`src/design/lcgr_pkg.sv`:
```
// ----------------------------------------------------------------------------
// lcgr_pkg
// Shared types and constants for the ranged LCG random number block:
// channel payloads, action codes, generator constants and the
// controller-to-datapath command group.
// ----------------------------------------------------------------------------
package lcgr_pkg;

    // Generator constants
    localparam logic [31:0] LCG_MULT  = 32'd1664525;
    localparam logic [31:0] LCG_INC   = 32'd1013904223;
    localparam logic [31:0] LCG_RESET = 32'd4367;

    // Divider length: one quotient bit per step
    localparam int unsigned DIV_STEPS = 32;
    localparam int unsigned CNT_W     = $clog2(DIV_STEPS);

    // Action codes
    localparam logic ACT_DRAW = 1'b0;
    localparam logic ACT_SEED = 1'b1;

    typedef struct packed {
        logic               action;
        logic signed [31:0] lower_bound;
        logic signed [31:0] upper_bound;
        logic        [31:0] seed_value;
    } in_item_t;

    typedef struct packed {
        logic [31:0] ranged_value;
        logic [31:0] raw_state;
    } out_item_t;

    // Commands from controller to datapath
    typedef struct packed {
        logic load_seed;   // copy seed into generator state
        logic load_draw;   // capture lower bound and span
        logic advance;     // step generator, start remainder
        logic div_step;    // one restoring remainder step
        logic load_out;    // write result register
    } lcgr_cmd_t;

endpackage

```
`src/design/lcgr_ctrl.sv`:
```
// ----------------------------------------------------------------------------
// lcgr_ctrl
// Controller: sequences seed loads and draws, counts divider steps and
// owns the result valid flag.
// ----------------------------------------------------------------------------
module lcgr_ctrl
    import lcgr_pkg::*;
(
    input  logic      clk,
    input  logic      rst_n,
    input  logic      in_valid,
    input  logic      in_action,
    output logic      in_stall,
    output logic      out_valid,
    input  logic      out_stall,
    output lcgr_cmd_t cmd
);

    typedef enum logic [3:0] {
        ST_IDLE    = 4'b0001,
        ST_ADVANCE = 4'b0010,
        ST_DIVIDE  = 4'b0100,
        ST_FINISH  = 4'b1000
    } state_t;

    state_t           state_reg, state_next;
    logic [CNT_W-1:0] count_reg, count_next;
    logic             out_valid_reg, out_valid_next;
    logic             take_in;
    logic             out_free;

    assign in_stall  = (state_reg != ST_IDLE);
    assign out_valid = out_valid_reg;
    assign take_in   = in_valid && (state_reg == ST_IDLE);
    assign out_free  = !out_valid_reg || !out_stall;

    // Decode state into commands and next state
    always_comb
    begin
        state_next = state_reg;
        count_next = count_reg;
        cmd        = '0;
        unique case (state_reg)
            ST_IDLE:
            begin
                if (take_in)
                begin
                    if (in_action == ACT_SEED)
                    begin
                        cmd.load_seed = 1'b1;
                    end
                    else
                    begin
                        cmd.load_draw = 1'b1;
                        state_next    = ST_ADVANCE;
                    end
                end
            end
            ST_ADVANCE:
            begin
                cmd.advance = 1'b1;
                count_next  = '0;
                state_next  = ST_DIVIDE;
            end
            ST_DIVIDE:
            begin
                cmd.div_step = 1'b1;
                count_next   = count_reg + 1'b1;
                if (count_reg == CNT_W'(DIV_STEPS - 1))
                begin
                    state_next = ST_FINISH;
                end
            end
            ST_FINISH:
            begin
                if (out_free)
                begin
                    cmd.load_out = 1'b1;
                    state_next   = ST_IDLE;
                end
            end
            default:
            begin
                state_next = ST_IDLE;
            end
        endcase
    end

    // Set valid on a new result, drop it once the beat is taken
    always_comb
    begin
        priority if (cmd.load_out)
        begin
            out_valid_next = 1'b1;
        end
        else if (out_valid_reg && !out_stall)
        begin
            out_valid_next = 1'b0;
        end
        else
        begin
            out_valid_next = out_valid_reg;
        end
    end

    always_ff @(posedge clk or negedge rst_n)
    begin
        if (!rst_n)
        begin
            state_reg     <= ST_IDLE;
            count_reg     <= '0;
            out_valid_reg <= 1'b0;
        end
        else
        begin
            state_reg     <= state_next;
            count_reg     <= count_next;
            out_valid_reg <= out_valid_next;
        end
    end

endmodule

```
`src/design/lcgr_dp.sv`:
```
// ----------------------------------------------------------------------------
// lcgr_dp
// Datapath: generator state, LCG step, restoring remainder unit and the
// result register.
// ----------------------------------------------------------------------------
module lcgr_dp
    import lcgr_pkg::*;
(
    input  logic      clk,
    input  logic      rst_n,
    input  lcgr_cmd_t cmd,
    input  in_item_t  in_data,
    output out_item_t out_data
);

    logic [31:0] gen_state_reg, gen_state_next;
    logic [31:0] lower_reg;
    logic [31:0] span_reg;
    logic [31:0] dvd_reg;
    logic [31:0] rem_reg;
    out_item_t   out_reg;
    logic [31:0] adv_value;
    logic [32:0] shifted;
    logic [33:0] diff;
    logic [31:0] rem_step;

    // Next generator value
    assign adv_value = gen_state_reg * LCG_MULT + LCG_INC;

    // One restoring step: shift in the next dividend bit, subtract if it fits
    assign shifted  = {rem_reg, dvd_reg[31]};
    assign diff     = {1'b0, shifted} - {2'b00, span_reg};
    assign rem_step = diff[33] ? shifted[31:0] : diff[31:0];

    // Load seed or advance the generator
    always_comb
    begin
        priority if (cmd.load_seed)
        begin
            gen_state_next = in_data.seed_value;
        end
        else if (cmd.advance)
        begin
            gen_state_next = adv_value;
        end
        else
        begin
            gen_state_next = gen_state_reg;
        end
    end

    always_ff @(posedge clk or negedge rst_n)
    begin
        if (!rst_n)
        begin
            gen_state_reg <= LCG_RESET;
        end
        else
        begin
            gen_state_reg <= gen_state_next;
        end
    end

    // Capture the range of a draw
    always_ff @(posedge clk)
    begin
        if (cmd.load_draw)
        begin
            lower_reg <= $unsigned(in_data.lower_bound);
            span_reg  <= $unsigned(in_data.upper_bound) - $unsigned(in_data.lower_bound)
                         + 32'd1;
        end
    end

    // Remainder unit
    always_ff @(posedge clk)
    begin
        if (cmd.advance)
        begin
            dvd_reg <= adv_value;
            rem_reg <= '0;
        end
        else if (cmd.div_step)
        begin
            dvd_reg <= {dvd_reg[30:0], 1'b0};
            rem_reg <= rem_step;
        end
    end

    // Result register; a zero span means the full range
    always_ff @(posedge clk)
    begin
        if (cmd.load_out)
        begin
            out_reg.raw_state <= gen_state_reg;
            if (span_reg == 32'd0)
            begin
                out_reg.ranged_value <= gen_state_reg + lower_reg;
            end
            else
            begin
                out_reg.ranged_value <= lower_reg + rem_reg;
            end
        end
    end

    assign out_data = out_reg;

endmodule

```
`src/design/lcg_random_in_range.sv`:
```
// ----------------------------------------------------------------------------
// lcg_random_in_range
// Ranged linear congruential random number generator, top level.
// ----------------------------------------------------------------------------
// A seed beat (action = 1) loads the 32-bit generator state in the cycle it
// is accepted and gives no result; the block is ready again at once. A draw
// beat (action = 0) steps the state by state * 1664525 + 1013904223 and
// returns the new state with lower_bound + (state mod span), where
// span = upper_bound - lower_bound + 1 wraps at 32 bits and a zero span
// returns state + lower_bound. A draw runs the generator step, the
// bit-serial restoring remainder unit (one quotient bit per cycle) and a
// write of the result register, which waits while an earlier result is
// stalled. Input is stalled during a draw; a finished result may wait in
// its register while the next beat is accepted. The state resets to 4367.
module lcg_random_in_range
    import lcgr_pkg::*;
(
    input  logic      clk,
    input  logic      rst_n,
    input  logic      in_valid,
    output logic      in_stall,
    input  in_item_t  in_data,
    output logic      out_valid,
    input  logic      out_stall,
    output out_item_t out_data
);

    lcgr_cmd_t cmd;

    lcgr_ctrl u_ctrl (
        .clk       (clk),
        .rst_n     (rst_n),
        .in_valid  (in_valid),
        .in_action (in_data.action),
        .in_stall  (in_stall),
        .out_valid (out_valid),
        .out_stall (out_stall),
        .cmd       (cmd)
    );

    lcgr_dp u_dp (
        .clk      (clk),
        .rst_n    (rst_n),
        .cmd      (cmd),
        .in_data  (in_data),
        .out_data (out_data)
    );

endmodule

```
`config.mk`:
```
export PLATFORM = sky130hd
export DESIGN_NAME = lcg_random_in_range
export DESIGN_NICKNAME = d
export VERILOG_FILES = /design/src/design/lcgr_pkg.sv /design/src/design/lcgr_ctrl.sv /design/src/design/lcgr_dp.sv /design/src/design/lcg_random_in_range.sv
export SDC_FILE = /design/constraint.sdc
export NUM_CORES = 1
export LEC_CHECK = 0
export BUFFER_PORTS_ARGS = -buffer_cell sky130_fd_sc_hd__buf_2
export CAP_MARGIN = 20
export CELL_PAD_IN_SITES_DETAIL_PLACEMENT = 1
export CELL_PAD_IN_SITES_GLOBAL_PLACEMENT = 2
export CORE_MARGIN = 3
export CORE_UTILIZATION = 43
export CTS_CLUSTER_SIZE = 40
export DETAILED_ROUTE_END_ITERATION = 10
export PLACE_DENSITY_LB_ADDON = 0.1
export REMOVE_ABC_BUFFERS = 1
export SYNTH_ARGS = -nofsm -noshare
export SYNTH_HDL_FRONTEND = slang
export SYNTH_SLANG_ARGS = --single-unit
```
`constraint.sdc`:
```
create_clock -name clk -period 15.77 [get_ports clk]
set_clock_uncertainty 0.2 [all_clocks]
set_input_delay 3.154 -clock clk [delete_from_list [all_inputs] [get_ports clk]]
set_output_delay 3.154 -clock clk [all_outputs]
set_load 0.02 [all_outputs]
```
==> flow_summary_export.csv <==
group,metric,value,unit
synth,synth_fa_ha_area_share,31.0,%
worst_setup_path,critPathKind,"reg2reg",
synth,ys_seq_elements,234,
synth,synth_warnings,0,
drt,via_per_inst,5.35,
worst_setup_path,startpoint_type,"register",
synth,synth_area,20600,um2
floorplan,core_area,47000,um2
sta,relSlewSlack,36.0,%
synth,synth-edff-count,160,
worst_setup_path,r2r_end,"u_dp.dvd_reg[31]",
sta,finalSetupViolCount,0,
synth,synth_commonest_cells,"inv_1 (356), ha_1 (286), edfxtp_1 (160), nand2_1 (141), fa_1 (140)",
cts,clk_latency,550,ps
global_route,grt.total_usage,23.2,%
worst_setup_path,critPathArrivalTime,7560,ps
floorplan,dieArea,50600,um2
cts,tritoncts,"built",
cells_and_area,diodes,0,
worst_setup_path,r2r_start,"u_dp.gen_state_reg[1]",
placement,dpl_cell_area,22200,um2
synth,synthDistinctLibCells,73,
drt,postRouteAntennaNets,0,
cts,cts_max_level,1,
synth,synth_compound_area_share,14.3,%
floorplan,dieWidth,225,um
global_route,overflow,0,
worst_setup_path,worstRegToRegCells,25,
min_path,hold_path_class,"reg2reg",
worst_setup_path,startpoint,"u_dp.gen_state_reg[1]",
drt,post_drt_wl_per_cell,20.4,um
cts,post_cts_resize_count,0,
drt,vias,15200,
synth,synthXorXnorAreaFrac,5.18,%
floorplan,start_util,43.9,%
floorplan,die-height,225,um
sta,maxSlewViolCount,0,
drt,drt_pre_antenna_iters,5,
sta,final-hold-violation-count,0,
synth,async_flop_share,17.9,%
sta,min_period,7460,ps
cells_and_area,post-route-cell-area,23200,um2
sta,finalCritPeriodShare,47.3,%
worst_setup_path,rrSetupSlack,8310,ps
synth,synth_top_family_by_area,"adder cells",
placement,post-place-cells,2788,
cts,path_clk_slew,60,ps
run_status,outcome,"completed",
sta,fmax,0.134,GHz
cells_and_area,final_nets,2737,
global_route,grt_pass1_vias,16400,
synth,synth_top_area_share,23.3,%
cells_and_area,drive_above_1_share,13.2,%
placement,portBuffers,166,
sta,worst_pin_slew,961,ps
global_route,grt_max_degree,65,
drt,drcViolationCount,0,
floorplan,row_count,79,
synth,avgSynthCellArea,10.1,um2
cells_and_area,nFillCells,5318,
global_route,grt_pass1_wl,91.8,mm
cts,numCtsBuffers,27,
cts,cts_sinks,234,
worst_setup_path,crit_fanout,13,
synth,synth_area_leaders,"edfxtp_1 (23%), ha_1 (17%), fa_1 (14%), inv_1 (6.5%), dfrtp_1 (4.2%)",
cts,cts_setup_buffers,0,
synth,synth_mux_area_share,2.29,%
cells_and_area,final_cells,2837,
synth,synth-simple-area-share,8.56,%
worst_setup_path,worst_setup_path_end_kind,"register",
floorplan,io_pins,167,
synth,post-synth-top-count-cell,"inv_1",
sta,rsz0062_at_grt,"false",
placement,routabilityCongestion,0.886,
cts,cts_hold_buf,0,
worst_setup_path,required,15870,ps
synth,ys_seq_area_share,31.6,%
synth,synth_flop_cell,"edfxtp_1",
global_route,antenna_found_initial,1,
drt,totalWireLength,57.9,mm
synth,synth.largest_area_cell,"edfxtp_1",
cells_and_area,syn2layout_area_growth,12.7,%
drt,drt_iter0_markers,666,
cts,cts_buffer_depth,3,
cells_and_area,regArea,6500,um2
cells_and_area,largest_register_ffs,64,
synth,syn_inst,2035,
sta,setup-tns-final,0,ps
flow_run,maxCapViolations,0,
cells_and_area,multi_input_comb_area,12700,um2
worst_setup_path,critical_path.endpoint,"u_dp.dvd_reg[31]",
placement,hpwl,47.4,mm
cts,cts_root_buffer,"clkbuf_16",
==> logic make-up after synthesis <==
kind of cell | Yosys count
and+or+nand+nor | 381
buffers and inverters | 388
DFF | 234
xor gates and xnor gates | 122
adders and majority gates | 426
muxes | 43
AOI/OAI and AO/OA | 441
==> how the worst min path moves through the flow <==
stage / start / endpoint / slack, ps / cells past startpoint
after floorplan: u_ctrl.count_reg[2] / u_ctrl.count_reg[2] / 260 / 1
after global placement: u_ctrl.count_reg[2] / u_ctrl.count_reg[2] / 290 / 1
after detailed placement: u_ctrl.count_reg[4] / u_ctrl.count_reg[4] / 300 / 1
after CTS: u_ctrl.count_reg[4] / u_ctrl.count_reg[4] / 320 / 1
after global routing: u_dp.dvd_reg[25] / u_dp.dvd_reg[26] / 340 / 1
final: u_dp.rem_reg[15] / u_dp.rem_reg[15] / 310 / 2
==> cell type report <==
| class | instances | area share [%] |
|---|---|---|
| repair buffers | 178 | 3.96 |
| clock inverters | 21 | 1.50 |
| multi-input cells | 1413 | 54.6 |
| flip-flops and latches | 234 | 28.0 |
| clock buffers | 28 | 2.93 |
| inverters | 356 | 5.75 |
| well taps | 607 | 3.27 |
==> cell usage in the layout (no fill, tap or decap), drive strengths merged, types with 66 or more instances in the layout <==
| master | netlist | final |
|---|---|---|
| nor2 | 91 | 91 |
| edfxtp | 160 | 160 |
| buf | 6 | 178 |
| a21oi | 115 | 115 |
| xnor2 | 82 | 82 |
| ha | 286 | 286 |
| nand2 | 141 | 141 |
| a21o | 66 | 66 |
| fa | 140 | 140 |
| o21ai | 105 | 105 |
| inv | 356 | 359 |
==> per-stage QoR <==
stage	util (%)	hold WS (ps)	setup WS, ps
after floorplan	-	265	8860
after global placement	47.3	285	8460
after detailed placement	47.3	301	8320
after CTS	49.5	316	8270
after global routing	49.5	341	7910
final	49.5	310	8310
==> metal layers <==
metal / track usage, % / wire length [um] / vias to the layer above
li1: - / - / 7347
met1: 31.2 / 26600 / 7578
met2: 41.8 / 29000 / 196
met3: 1.65 / 1510 / 49
met4: 4.02 / 848 / 0
met5: 0 / 0 / -
==> critical path, stage by stage, from the launching register on <==
cell and delay (ps):
dfstp_2 720, inv_1 190, ha_1 370, xnor2_1 160
ha_1 180, a21o_1 160, fa_1 470, fa_1 500
inv_1 60, fa_1 520, inv_1 50, fa_1 530
inv_1 60, fa_1 530, inv_1 40, ha_1 370
and4_1 270, and2_1 190, and4_1 200, o211ai_1 120
a31oi_1 210, or4_1 450, a31oi_1 240, xnor2_1 140
nor2_1 80, a21o_1 190
Power is not shown: default switching activity piles up to over one toggle a cycle in this logic, so the estimate is an artifact.
